### src/lrj_pkg.sv
// Shared types and codes for the LCG rewind/jump block.
// No dependencies; every other file of the block except lrj_count refers to this package.
`default_nettype none

package lrj_pkg;

  // Request type codes
  localparam logic REQ_LOAD   = 1'b0;
  localparam logic REQ_REWIND = 1'b1;

  // Configuration register indexes
  localparam int CFG_IDX_W = 2;
  localparam logic [CFG_IDX_W-1:0] REG_MULT = 2'd0;
  localparam logic [CFG_IDX_W-1:0] REG_INCR = 2'd1;
  localparam logic [CFG_IDX_W-1:0] REG_MOD  = 2'd2;

  // Serial arithmetic unit operations
  typedef enum logic {
    SU_DIV,
    SU_MUL
  } su_op_t;

  typedef struct packed {
    logic   start;
    su_op_t op;
  } su_cmd_t;

  // Controller states
  typedef enum logic [3:0] {
    S_IDLE,
    S_SEED,
    S_COUNT,
    S_RA,
    S_EU_CHK,
    S_EU_DIV,
    S_EU_MUL,
    S_B_RED,
    S_B_MUL,
    S_X_RED,
    S_J_CHK,
    S_J_MX,
    S_J_MB,
    S_J_MA,
    S_FINISH
  } lrj_state_t;

endpackage

`default_nettype wire

### src/lrj_if.sv
// Handshake channels of the LCG rewind/jump block: request, response, config.
// Uses lrj_pkg for the register index width.
`default_nettype none

interface lrj_req_if #(parameter int VALUE_WIDTH = 31);
  logic                   valid;
  logic                   ready;
  logic                   req_type;
  logic [VALUE_WIDTH-1:0] seed_value;
  logic [VALUE_WIDTH-1:0] step_a;
  logic [VALUE_WIDTH-1:0] step_b;
  modport source (output valid, req_type, seed_value, step_a, step_b, input ready);
  modport sink   (input valid, req_type, seed_value, step_a, step_b, output ready);
endinterface

interface lrj_rsp_if #(parameter int VALUE_WIDTH = 31);
  logic                   valid;
  logic                   ready;
  logic [VALUE_WIDTH-1:0] state_value;
  logic                   rewind_error;
  modport source (output valid, state_value, rewind_error, input ready);
  modport sink   (input valid, state_value, rewind_error, output ready);
endinterface

interface lrj_cfg_if #(parameter int VALUE_WIDTH = 31);
  logic                            valid;
  logic                            ready;
  logic [lrj_pkg::CFG_IDX_W-1:0]   index;
  logic [VALUE_WIDTH-1:0]          data;
  modport source (output valid, index, data, input ready);
  modport sink   (input valid, index, data, output ready);
endinterface

`default_nettype wire

### src/lcg_rewind_jump.sv
// Top level of the LCG rewind/jump block: controller, registers, state.
// Depends on lrj_pkg, lrj_if, lrj_serial and lrj_count.
//
//   port   dir   word carries
//   req    in    req_type, seed_value, step_a, step_b
//   rsp    out   state_value, rewind_error
//   cfg    in    index, data (multiplier, increment, modulus)
//
// A load runs one serial reduction from accept to response. A rewind forms
// the step count, reduces the state, and then runs up to three serial
// multiplications per bit of the count up to its top set bit (at most 2*W
// bits, W = VALUE_WIDTH). The first rewind after a register write adds the
// inverse derivation: a division and a multiplication per Euclid round and
// three more serial operations. The serial operations share the one unit.
// Reset (synchronous) clears the state to zero and the registers to defaults.
// A held response blocks only the finish of the next word, not its accept.
`default_nettype none

module lcg_rewind_jump #(
  parameter int VALUE_WIDTH = 31
) (
  input wire clk,
  input wire rst,
  lrj_req_if.sink   req,
  lrj_rsp_if.source rsp,
  lrj_cfg_if.sink   cfg
);

  localparam int W = VALUE_WIDTH;
  localparam logic [W-1:0] MULT_RST = W'(16807);
  localparam logic [W-1:0] MOD_RST  = W'(2147483647);

  lrj_pkg::lrj_state_t state, state_next;

  logic [W-1:0]   multiplier, increment, modulus;
  logic [W-1:0]   m;
  logic [W-1:0]   cur, ai, bi;
  logic           inv_ready;
  logic           rtype;
  logic [W-1:0]   seed, sa, sb;
  logic           err;
  logic [W-1:0]   ra, rb, rr, q, cu, cs;
  logic [W-1:0]   x, ma, mb;
  logic [2*W-1:0] cnt;
  logic           launched;

  lrj_pkg::su_cmd_t su_cmd;
  logic [W-1:0]     su_a, su_b, su_quo, su_rem;
  logic             su_done;
  logic             cnt_start, cnt_done;
  logic [2*W-1:0]   product;

  logic [W:0]   sum_xm;
  logic [W-1:0] x_add;
  logic [W-1:0] cu_sub;
  logic [W-1:0] neg_t;
  logic [W:0]   ma_inc;
  logic [W-1:0] ma1;
  logic         accept;

  assign m = (modulus == '0) ? W'(1) : modulus;
  assign accept = req.valid && req.ready;

  lrj_serial #(.VALUE_WIDTH(W)) u_serial (
    .clk(clk), .rst(rst), .cmd(su_cmd), .opa(su_a), .opb(su_b),
    .modulus(m), .done(su_done), .quo(su_quo), .rem(su_rem)
  );

  lrj_count #(.VALUE_WIDTH(W)) u_count (
    .clk(clk), .rst(rst), .start(cnt_start), .fa(sa), .fb(sb),
    .done(cnt_done), .product(product)
  );

  // Modular add, subtract and negate on residues below m
  always_comb begin
    sum_xm = {1'b0, su_rem} + {1'b0, mb};
    x_add  = (sum_xm >= {1'b0, m}) ? W'(sum_xm - {1'b0, m}) : sum_xm[W-1:0];
    cu_sub = (cu >= su_rem) ? (cu - su_rem) : (cu + m - su_rem);
    neg_t  = (su_rem == '0) ? '0 : (m - su_rem);
    ma_inc = {1'b0, ma} + 1'b1;
    ma1    = (ma_inc == {1'b0, m}) ? '0 : ma_inc[W-1:0];
  end

  // Next state
  always_comb begin
    state_next = state;
    unique case (state)
      lrj_pkg::S_IDLE: begin
        if (accept) begin
          state_next = (req.req_type == lrj_pkg::REQ_LOAD) ? lrj_pkg::S_SEED
                                                           : lrj_pkg::S_COUNT;
        end
      end
      lrj_pkg::S_SEED:   if (su_done) state_next = lrj_pkg::S_FINISH;
      lrj_pkg::S_COUNT: begin
        if (cnt_done) begin
          state_next = inv_ready ? lrj_pkg::S_X_RED : lrj_pkg::S_RA;
        end
      end
      lrj_pkg::S_RA:     if (su_done) state_next = lrj_pkg::S_EU_CHK;
      lrj_pkg::S_EU_CHK: begin
        priority if (rb != '0) state_next = lrj_pkg::S_EU_DIV;
        else if (ra == W'(1))  state_next = lrj_pkg::S_B_RED;
        else                   state_next = lrj_pkg::S_FINISH;
      end
      lrj_pkg::S_EU_DIV: if (su_done) state_next = lrj_pkg::S_EU_MUL;
      lrj_pkg::S_EU_MUL: if (su_done) state_next = lrj_pkg::S_EU_CHK;
      lrj_pkg::S_B_RED:  if (su_done) state_next = lrj_pkg::S_B_MUL;
      lrj_pkg::S_B_MUL:  if (su_done) state_next = lrj_pkg::S_X_RED;
      lrj_pkg::S_X_RED:  if (su_done) state_next = lrj_pkg::S_J_CHK;
      lrj_pkg::S_J_CHK: begin
        priority if (cnt == '0) state_next = lrj_pkg::S_FINISH;
        else if (cnt[0])        state_next = lrj_pkg::S_J_MX;
        else                    state_next = lrj_pkg::S_J_MB;
      end
      lrj_pkg::S_J_MX:   if (su_done) state_next = lrj_pkg::S_J_MB;
      lrj_pkg::S_J_MB:   if (su_done) state_next = lrj_pkg::S_J_MA;
      lrj_pkg::S_J_MA:   if (su_done) state_next = lrj_pkg::S_J_CHK;
      lrj_pkg::S_FINISH: if (!rsp.valid || rsp.ready) state_next = lrj_pkg::S_IDLE;
      default:           state_next = lrj_pkg::S_IDLE;
    endcase
  end

  // Controller outputs: unit launches and operand selection
  always_comb begin
    su_cmd.start = 1'b0;
    su_cmd.op    = lrj_pkg::SU_DIV;
    su_a         = '0;
    su_b         = '0;
    cnt_start    = 1'b0;
    req.ready    = 1'b0;
    unique case (state)
      lrj_pkg::S_IDLE:  req.ready = 1'b1;
      lrj_pkg::S_SEED: begin
        su_cmd.start = !launched; su_a = seed; su_b = m;
      end
      lrj_pkg::S_COUNT: cnt_start = !launched;
      lrj_pkg::S_RA: begin
        su_cmd.start = !launched; su_a = multiplier; su_b = m;
      end
      lrj_pkg::S_EU_DIV: begin
        su_cmd.start = !launched; su_a = ra; su_b = rb;
      end
      lrj_pkg::S_EU_MUL: begin
        su_cmd.start = !launched; su_cmd.op = lrj_pkg::SU_MUL; su_a = cs; su_b = q;
      end
      lrj_pkg::S_B_RED: begin
        su_cmd.start = !launched; su_a = increment; su_b = m;
      end
      lrj_pkg::S_B_MUL: begin
        su_cmd.start = !launched; su_cmd.op = lrj_pkg::SU_MUL; su_a = q; su_b = cu;
      end
      lrj_pkg::S_X_RED: begin
        su_cmd.start = !launched; su_a = cur; su_b = m;
      end
      lrj_pkg::S_J_MX: begin
        su_cmd.start = !launched; su_cmd.op = lrj_pkg::SU_MUL; su_a = ma; su_b = x;
      end
      lrj_pkg::S_J_MB: begin
        su_cmd.start = !launched; su_cmd.op = lrj_pkg::SU_MUL; su_a = mb; su_b = ma1;
      end
      lrj_pkg::S_J_MA: begin
        su_cmd.start = !launched; su_cmd.op = lrj_pkg::SU_MUL; su_a = ma; su_b = ma;
      end
      default: su_cmd.start = 1'b0;
    endcase
  end

  assign cfg.ready = 1'b1;

  // Control state, registers and response word
  always_ff @(posedge clk) begin
    if (rst) begin
      state      <= lrj_pkg::S_IDLE;
      launched   <= 1'b0;
      multiplier <= MULT_RST;
      increment  <= '0;
      modulus    <= MOD_RST;
      cur        <= '0;
      inv_ready  <= 1'b0;
      rsp.valid  <= 1'b0;
    end else begin
      state    <= state_next;
      launched <= (state_next == state) ? (launched | su_cmd.start | cnt_start) : 1'b0;

      if (rsp.valid && rsp.ready) rsp.valid <= 1'b0;

      unique case (state)
        lrj_pkg::S_SEED:   if (su_done) cur <= su_rem;
        lrj_pkg::S_B_MUL:  if (su_done) inv_ready <= 1'b1;
        lrj_pkg::S_J_CHK:  if (cnt == '0) cur <= x;
        lrj_pkg::S_FINISH: if (!rsp.valid || rsp.ready) rsp.valid <= 1'b1;
        default: ;
      endcase

      // Register writes; any valid index drops the cached inverse
      if (cfg.valid) begin
        unique case (cfg.index)
          lrj_pkg::REG_MULT: begin multiplier <= cfg.data; inv_ready <= 1'b0; end
          lrj_pkg::REG_INCR: begin increment  <= cfg.data; inv_ready <= 1'b0; end
          lrj_pkg::REG_MOD:  begin modulus    <= cfg.data; inv_ready <= 1'b0; end
          default: ;
        endcase
      end
    end
  end

  // Datapath words
  always_ff @(posedge clk) begin
    unique case (state)
      lrj_pkg::S_IDLE: begin
        if (accept) begin
          rtype <= req.req_type;
          seed  <= req.seed_value;
          sa    <= req.step_a;
          sb    <= req.step_b;
          err   <= 1'b0;
        end
      end
      lrj_pkg::S_COUNT: if (cnt_done) cnt <= product;
      lrj_pkg::S_RA: begin
        if (su_done) begin
          ra <= su_rem;
          rb <= m;
          cu <= (m == W'(1)) ? '0 : W'(1);
          cs <= '0;
        end
      end
      lrj_pkg::S_EU_CHK: if (rb == '0 && ra != W'(1)) err <= 1'b1;
      lrj_pkg::S_EU_DIV: begin
        if (su_done) begin
          q  <= su_quo;
          rr <= su_rem;
        end
      end
      lrj_pkg::S_EU_MUL: begin
        if (su_done) begin
          ra <= rb;
          rb <= rr;
          cu <= cs;
          cs <= cu_sub;
        end
      end
      lrj_pkg::S_B_RED: if (su_done) q <= su_rem;
      lrj_pkg::S_B_MUL: begin
        if (su_done) begin
          ai <= cu;
          bi <= neg_t;
        end
      end
      lrj_pkg::S_X_RED: begin
        if (su_done) begin
          x  <= su_rem;
          ma <= ai;
          mb <= bi;
        end
      end
      lrj_pkg::S_J_MX: if (su_done) x <= x_add;
      lrj_pkg::S_J_MB: if (su_done) mb <= su_rem;
      lrj_pkg::S_J_MA: begin
        if (su_done) begin
          ma  <= su_rem;
          cnt <= cnt >> 1;
        end
      end
      lrj_pkg::S_FINISH: begin
        if (!rsp.valid || rsp.ready) begin
          rsp.state_value  <= cur;
          rsp.rewind_error <= err & rtype;
        end
      end
      default: ;
    endcase
  end

endmodule

`default_nettype wire

### src/lrj_serial.sv
// Bit-serial arithmetic unit: restoring division and interleaved modular
// multiplication, one bit per cycle. Depends on lrj_pkg.
`default_nettype none

module lrj_serial #(
  parameter int VALUE_WIDTH = 31
) (
  input  wire                          clk,
  input  wire                          rst,
  input  wire lrj_pkg::su_cmd_t        cmd,
  input  wire [VALUE_WIDTH-1:0]        opa,   // dividend, or multiplicand (< m)
  input  wire [VALUE_WIDTH-1:0]        opb,   // divisor, or multiplier bits
  input  wire [VALUE_WIDTH-1:0]        modulus,
  output logic                         done,
  output logic [VALUE_WIDTH-1:0]       quo,
  output logic [VALUE_WIDTH-1:0]       rem
);

  localparam int W  = VALUE_WIDTH;
  localparam int CW = $clog2(W + 1);

  logic [W-1:0]     acc;
  logic [W-1:0]     sh;
  logic [W-1:0]     dv;
  logic [W-1:0]     xv;
  lrj_pkg::su_op_t  op;
  logic [CW-1:0]    cnt;
  logic             busy;

  logic [W:0] t_div;
  logic [W:0] t_dbl;
  logic [W:0] t_add;
  logic [W-1:0] acc_next;
  logic         qbit;

  // One step of the selected operation
  always_comb begin
    t_div = {acc, sh[W-1]};
    t_dbl = {acc, 1'b0};
    t_add = '0;
    qbit  = 1'b0;
    acc_next = acc;
    unique case (op)
      lrj_pkg::SU_DIV: begin
        if (t_div >= {1'b0, dv}) begin
          acc_next = W'(t_div - {1'b0, dv});
          qbit = 1'b1;
        end else begin
          acc_next = t_div[W-1:0];
        end
      end
      lrj_pkg::SU_MUL: begin
        if (t_dbl >= {1'b0, dv}) begin
          t_dbl = t_dbl - {1'b0, dv};
        end
        t_add = t_dbl;
        if (sh[W-1]) begin
          t_add = t_dbl + {1'b0, xv};
        end
        if (t_add >= {1'b0, dv}) begin
          t_add = t_add - {1'b0, dv};
        end
        acc_next = t_add[W-1:0];
      end
      default: acc_next = acc;
    endcase
  end

  // Load operands on start, then shift one bit per cycle
  always_ff @(posedge clk) begin
    if (rst) begin
      busy <= 1'b0;
      done <= 1'b0;
      cnt  <= '0;
    end else begin
      done <= 1'b0;
      if (cmd.start && !busy) begin
        busy <= 1'b1;
        cnt  <= CW'(W);
        op   <= cmd.op;
        acc  <= '0;
        xv   <= opa;
        if (cmd.op == lrj_pkg::SU_DIV) begin
          sh <= opa;
          dv <= opb;
        end else begin
          sh <= opb;
          dv <= modulus;
        end
      end else if (busy) begin
        acc <= acc_next;
        sh  <= {sh[W-2:0], qbit};
        cnt <= cnt - 1'b1;
        if (cnt == CW'(1)) begin
          busy <= 1'b0;
          done <= 1'b1;
        end
      end
    end
  end

  assign quo = sh;
  assign rem = acc;

endmodule

`default_nettype wire

### src/lrj_count.sv
// Bit-serial shift-add multiplier forming the rewind step count a*b.
// Standalone; one bit of the second factor per cycle.
`default_nettype none

module lrj_count #(
  parameter int VALUE_WIDTH = 31
) (
  input  wire                        clk,
  input  wire                        rst,
  input  wire                        start,
  input  wire [VALUE_WIDTH-1:0]      fa,
  input  wire [VALUE_WIDTH-1:0]      fb,
  output logic                       done,
  output logic [2*VALUE_WIDTH-1:0]   product
);

  localparam int W  = VALUE_WIDTH;
  localparam int CW = $clog2(W + 1);

  logic [W-1:0]  hi;
  logic [W-1:0]  lo;
  logic [W-1:0]  av;
  logic [CW-1:0] cnt;
  logic          busy;
  logic [W:0]    s;

  assign s = {1'b0, hi} + (lo[0] ? {1'b0, av} : '0);

  // Add and shift right one bit per cycle
  always_ff @(posedge clk) begin
    if (rst) begin
      busy <= 1'b0;
      done <= 1'b0;
      cnt  <= '0;
    end else begin
      done <= 1'b0;
      if (start && !busy) begin
        busy <= 1'b1;
        cnt  <= CW'(W);
        hi   <= '0;
        lo   <= fb;
        av   <= fa;
      end else if (busy) begin
        hi  <= s[W:1];
        lo  <= {s[0], lo[W-1:1]};
        cnt <= cnt - 1'b1;
        if (cnt == CW'(1)) begin
          busy <= 1'b0;
          done <= 1'b1;
        end
      end
    end
  end

  assign product = {hi, lo};

endmodule

`default_nettype wire

### src/flat_wrapper.sv
// flat-port wrapper written by rule: the top's interface ports become plain ports
module lcg_rewind_jump_flat 
#(
  parameter int VALUE_WIDTH = 31
)
  (clk, rst, req_valid, req_req_type, req_seed_value, req_step_a, req_step_b, req_ready, rsp_valid, rsp_state_value, rsp_rewind_error, rsp_ready, cfg_valid, cfg_index, cfg_data, cfg_ready);
  lrj_req_if #(.VALUE_WIDTH(VALUE_WIDTH)) req_i ();
  lrj_rsp_if #(.VALUE_WIDTH(VALUE_WIDTH)) rsp_i ();
  lrj_cfg_if #(.VALUE_WIDTH(VALUE_WIDTH)) cfg_i ();
  input wire clk;
  input wire rst;
  input wire logic [$bits(req_i.valid)-1:0] req_valid;
  input wire logic [$bits(req_i.req_type)-1:0] req_req_type;
  input wire logic [$bits(req_i.seed_value)-1:0] req_seed_value;
  input wire logic [$bits(req_i.step_a)-1:0] req_step_a;
  input wire logic [$bits(req_i.step_b)-1:0] req_step_b;
  output wire logic [$bits(req_i.ready)-1:0] req_ready;
  output wire logic [$bits(rsp_i.valid)-1:0] rsp_valid;
  output wire logic [$bits(rsp_i.state_value)-1:0] rsp_state_value;
  output wire logic [$bits(rsp_i.rewind_error)-1:0] rsp_rewind_error;
  input wire logic [$bits(rsp_i.ready)-1:0] rsp_ready;
  input wire logic [$bits(cfg_i.valid)-1:0] cfg_valid;
  input wire logic [$bits(cfg_i.index)-1:0] cfg_index;
  input wire logic [$bits(cfg_i.data)-1:0] cfg_data;
  output wire logic [$bits(cfg_i.ready)-1:0] cfg_ready;
  assign req_i.valid = req_valid;
  assign req_i.req_type = req_req_type;
  assign req_i.seed_value = req_seed_value;
  assign req_i.step_a = req_step_a;
  assign req_i.step_b = req_step_b;
  assign req_ready = req_i.ready;
  assign rsp_valid = rsp_i.valid;
  assign rsp_state_value = rsp_i.state_value;
  assign rsp_rewind_error = rsp_i.rewind_error;
  assign rsp_i.ready = rsp_ready;
  assign cfg_i.valid = cfg_valid;
  assign cfg_i.index = cfg_index;
  assign cfg_i.data = cfg_data;
  assign cfg_ready = cfg_i.ready;
  lcg_rewind_jump #(.VALUE_WIDTH(VALUE_WIDTH)) u_core (.clk(clk), .rst(rst), .req(req_i), .rsp(rsp_i), .cfg(cfg_i));
endmodule
### config.mk
export PLATFORM = sky130hd
export DESIGN_NAME = lcg_rewind_jump_flat
export DESIGN_NICKNAME = d
export VERILOG_FILES = /design/src/lrj_pkg.sv /design/src/lrj_if.sv /design/src/lcg_rewind_jump.sv /design/src/lrj_serial.sv /design/src/lrj_count.sv /design/src/flat_wrapper.sv
export SDC_FILE = /design/constraint.sdc
export NUM_CORES = 2
export LEC_CHECK = 0
export BUFFER_PORTS_ARGS = -buffer_cell sky130_fd_sc_hd__buf_2
export CORE_ASPECT_RATIO = 0.5
export CORE_MARGIN = 4
export CORE_UTILIZATION = 26
export DETAILED_ROUTE_END_ITERATION = 16
export PLACE_DENSITY = 0.42
export SETUP_SLACK_MARGIN = 0.2
export SYNTH_ARGS = -nofsm -noshare
export SYNTH_HDL_FRONTEND = slang
export SYNTH_SLANG_ARGS = --single-unit
### constraint.sdc
create_clock -name clk -period 15.94 [get_ports clk]
set_input_delay 3.985 -clock clk [delete_from_list [all_inputs] [get_ports clk]]
set_output_delay 3.985 -clock clk [all_outputs]
set_load 0.03 [all_outputs]
==> reports/metrics.cfg <==
[cells_and_area]
instances_no_fill = 8773
drive_gt1_frac = 0.0932
top_register = u_core.cnt
largest_register_ffs = 62
fin_nets = 6296
syn2layout_area_growth_pct = 14.0
fillCellCount = 22288
utilization = 0.298

[synth]
seq_area_frac_synth = 0.461
synth_edf_count = 748
synth_warnings = 0
ys_ff_latch = 893
syn-num-nets = 6243
synth_ff_type = edfxtp_1
syn-instance-count = 5788
synth_cell_type_count = 94
synthesis.area_um2 = 55100
ys_async_sr_fraction = 0
avgSynthCellArea_um2 = 9.51

[sta]
fin_worst_skew_ns = 0.0457
hold_viol = 0
setup_tns_ns = 0
rsz0062_at_grt = no
slew_headroom = 0.153
period_share = 0.587
slew_viol_final = 0
worst_slack_ns = 6.58
worst_pin_slew_ns = 1.25
timing.final.crit_period_ns = 9.36
max_freq_ghz = 0.107
setup_viol = 0

[worst_setup_path]
end_kind = flip-flop
start_kind = flip-flop
crit_end = u_core.u_serial.rem[7]$_SDFFCE_PP0P_
startpoint = u_core.u_serial.rem[10]$_SDFFCE_PP0P_
required_ns = 16.38
cpMostUsedCell = a21oi_1
reg2reg_depth = 31
r2r-start = u_core.u_serial.rem[10]$_SDFFCE_PP0P_
max_stage_delay_ns = 1.08
cpMaxStageDelayCell = a2111oi_0
cp_max_fo = 28
cp.arrival_ns = 9.80
r2r_setup_slack_ns = 6.58
crit_type = reg2reg
r2r_end = u_core.u_serial.rem[7]$_SDFFCE_PP0P_

[power_and_ir_drop]
ir_drop_mv = 0.148
power_density_nw_per_um2 = 213
p_leak_nw = 23.5
finalPower_mw = 13.4

[place]
post-place-ws_ns = 6.89
dp_hpwl_um = 181000
gp_congestion = 0.926
dp_cells = 8583
portBuffers = 165

[status]
outcome = finished, final reports clean

[clock_network]
clock_path_buffers = 3
cts_hold_buffers = 0
cts_resized = 0
cts_tree = done
htreeDepth = 3
clock-root-buffer = clkbuf_16
clock_latency_ns = 0.74
cts_sinks = 893
post_cts_buffers = 0
clk_pin_slew_ns = 0.06
cts_made_buffers = 99

[die]
dieArea_um2 = 220000
rows = 119
die-width_um = 659
start_util = 0.261
core_um2 = 211000
die_h_um = 333
io_pins = 167

[drt]
vias_per_cell = 5.40
vias = 47393
drt_iter0_drc = 6305
first_pass_iters = 9
finalWirelength_um = 247000
wire_per_inst_um = 28.2
drc = 0
ant_nets = 0

[worst_hold_path]
hp-class = reg2reg

[job]
maxCapViolCount = 0

[grt]
grt_pass1_vias = 44403
grt_overflow_total = 0
grt_pass1_wl_um = 344000
grtUsageTotal = 0.217
grt_max_degree = 109
antenna_found_initial = 19

-- cells in the final DEF, fill, tap and decap left out, types with 42 or more instances in the layout --
| cell | n |
|---|---|
| a211oi_1 | 86 |
| o21a_1 | 43 |
| xor2_1 | 123 |
| a222oi_1 | 74 |
| buf_2 | 164 |
| a21oi_1 | 488 |
| nand3_1 | 102 |
| nor2_1 | 449 |
| a21o_1 | 109 |
| a211o_1 | 42 |
| xnor2_1 | 184 |
| mux2i_1 | 68 |
| and3_1 | 43 |
| nor3_1 | 73 |
| buf_4 | 116 |
| nor2b_1 | 42 |
| o21ai_0 | 435 |
| nand2b_1 | 44 |
| nor4_1 | 64 |
| and2_1 | 80 |
| ha_1 | 284 |
| clkbuf_16 | 101 |
| dfxtp_1 | 145 |
| inv_1 | 252 |
| nand2_1 | 823 |
| nand4_1 | 58 |
| edfxtp_1 | 748 |
-- per-stage QoR --
stage,hold slack (ns),instance area (um^2)
6_report,0.416,62800
5_1_grt,0.422,62800
4_1_cts,0.415,62800
3_5_place_dp,0.405,59300
3_3_place_gp,0.405,59300
2_1_floorplan,0.400,55100
-- critical path: cells and delay by family, from the launching register on --
kind | cells | cell delay [ns]
AOI/OAI and AO/OA | 17 | 5.03
adders and majority gates | 3 | 1.13
buffers and inverters | 2 | 0.76
DFF | 1 | 0.79
muxes | 2 | 0.40
and+or+nand+nor | 7 | 0.89
-- power breakdown --
part,total [mW],internal (mW),leakage (nW),switching (mW)
sequential,3.01,2.83,7.93,0.178
combinational,7.79,2.88,13.9,4.91
clock,2.57,1.47,1.69,1.09
-- cell usage after synthesis, drive strengths merged (32+ instances only) --
| cell | count | share of area |
|---|---|---|
| xor2 | 123 | 0.020 |
| o21ai | 463 | 0.042 |
| a31oi | 32 | 0.0036 |
| mux2 | 39 | 0.0080 |
| o21a | 44 | 0.0060 |
| fa | 39 | 0.014 |
| a211oi | 87 | 0.012 |
| nor4 | 70 | 0.0090 |
| and3 | 45 | 0.0051 |
| a21oi | 488 | 0.044 |
| and2 | 102 | 0.012 |
| clkbuf | 262 | 0.018 |
| xnor2 | 184 | 0.029 |
| nand2 | 824 | 0.056 |
| mux2i | 68 | 0.012 |
| dfxtp | 145 | 0.053 |
| nand4 | 58 | 0.0066 |
| buf | 68 | 0.0061 |
| nand2b | 46 | 0.0052 |
| o31ai | 32 | 0.0044 |
| a21o | 109 | 0.015 |
| nor3 | 79 | 0.0074 |
| a222oi | 74 | 0.013 |
| nand3 | 105 | 0.0096 |
| a22o | 36 | 0.0057 |
| nor2b | 44 | 0.0050 |
| nor2 | 465 | 0.032 |
| edfxtp | 748 | 0.41 |
| a211o | 43 | 0.0068 |
| inv | 254 | 0.017 |
| ha | 284 | 0.065 |
-- cells by family after synthesis --
| group | synth area share |
|---|---|
| AND/OR/NAND/NOR | 0.160 |
| XOR/XNOR | 0.0501 |
| buffers and inverters | 0.0414 |
| adder cells (fa/ha/maj) | 0.0787 |
| flip-flops | 0.461 |
| multiplexers | 0.0203 |
| other | 0.0000681 |
| AO/OA/AOI/OAI | 0.189 |
-- how the worst min path moves through the flow --
stage,from,to,slack (ns),cells after the start
after floorplan,u_core.sa[0]$_DFFE_PP_,u_core.u_count.av[0]$_DFFE_PP_,0.40,0
final,u_core.sa[4]$_DFFE_PP_,u_core.u_count.av[4]$_DFFE_PP_,0.42,0
after global placement,u_core.sa[11]$_DFFE_PP_,u_core.u_count.av[11]$_DFFE_PP_,0.40,0
after CTS,u_core.sa[4]$_DFFE_PP_,u_core.u_count.av[4]$_DFFE_PP_,0.41,0
after detailed placement,u_core.sa[4]$_DFFE_PP_,u_core.u_count.av[4]$_DFFE_PP_,0.40,0
after global routing,u_core.sa[1]$_DFFE_PP_,u_core.u_count.av[1]$_DFFE_PP_,0.42,0
-- metal layers --
metal  global-route usage  part of all wire  vias up
met5                    0           0.00011        -
met4               0.0564             0.027        4
met3               0.0576              0.10      309
met2                0.296              0.39     2232
met1                0.331              0.48    23529
li1                     -                 -    21319
-- area by class of cell --
| cell class | instances | area (um^2) | area share |
|---|---|---|---|
| Timing Repair Buffer | 282 | 1720 | 0.0274 |
| Clock inverter | 53 | 763 | 0.0122 |
| Antenna cell | 5 | 12.5 | 0.000199 |
| Clock buffer | 132 | 2730 | 0.0436 |
| Tap cell | 2843 | 3560 | 0.0567 |
| Multi-Input combinational cell | 4310 | 27700 | 0.441 |
| Inverter | 255 | 960 | 0.0153 |
| Sequential cell | 893 | 25400 | 0.404 |
No activity file was read; power rests on OpenSTA's default activity.
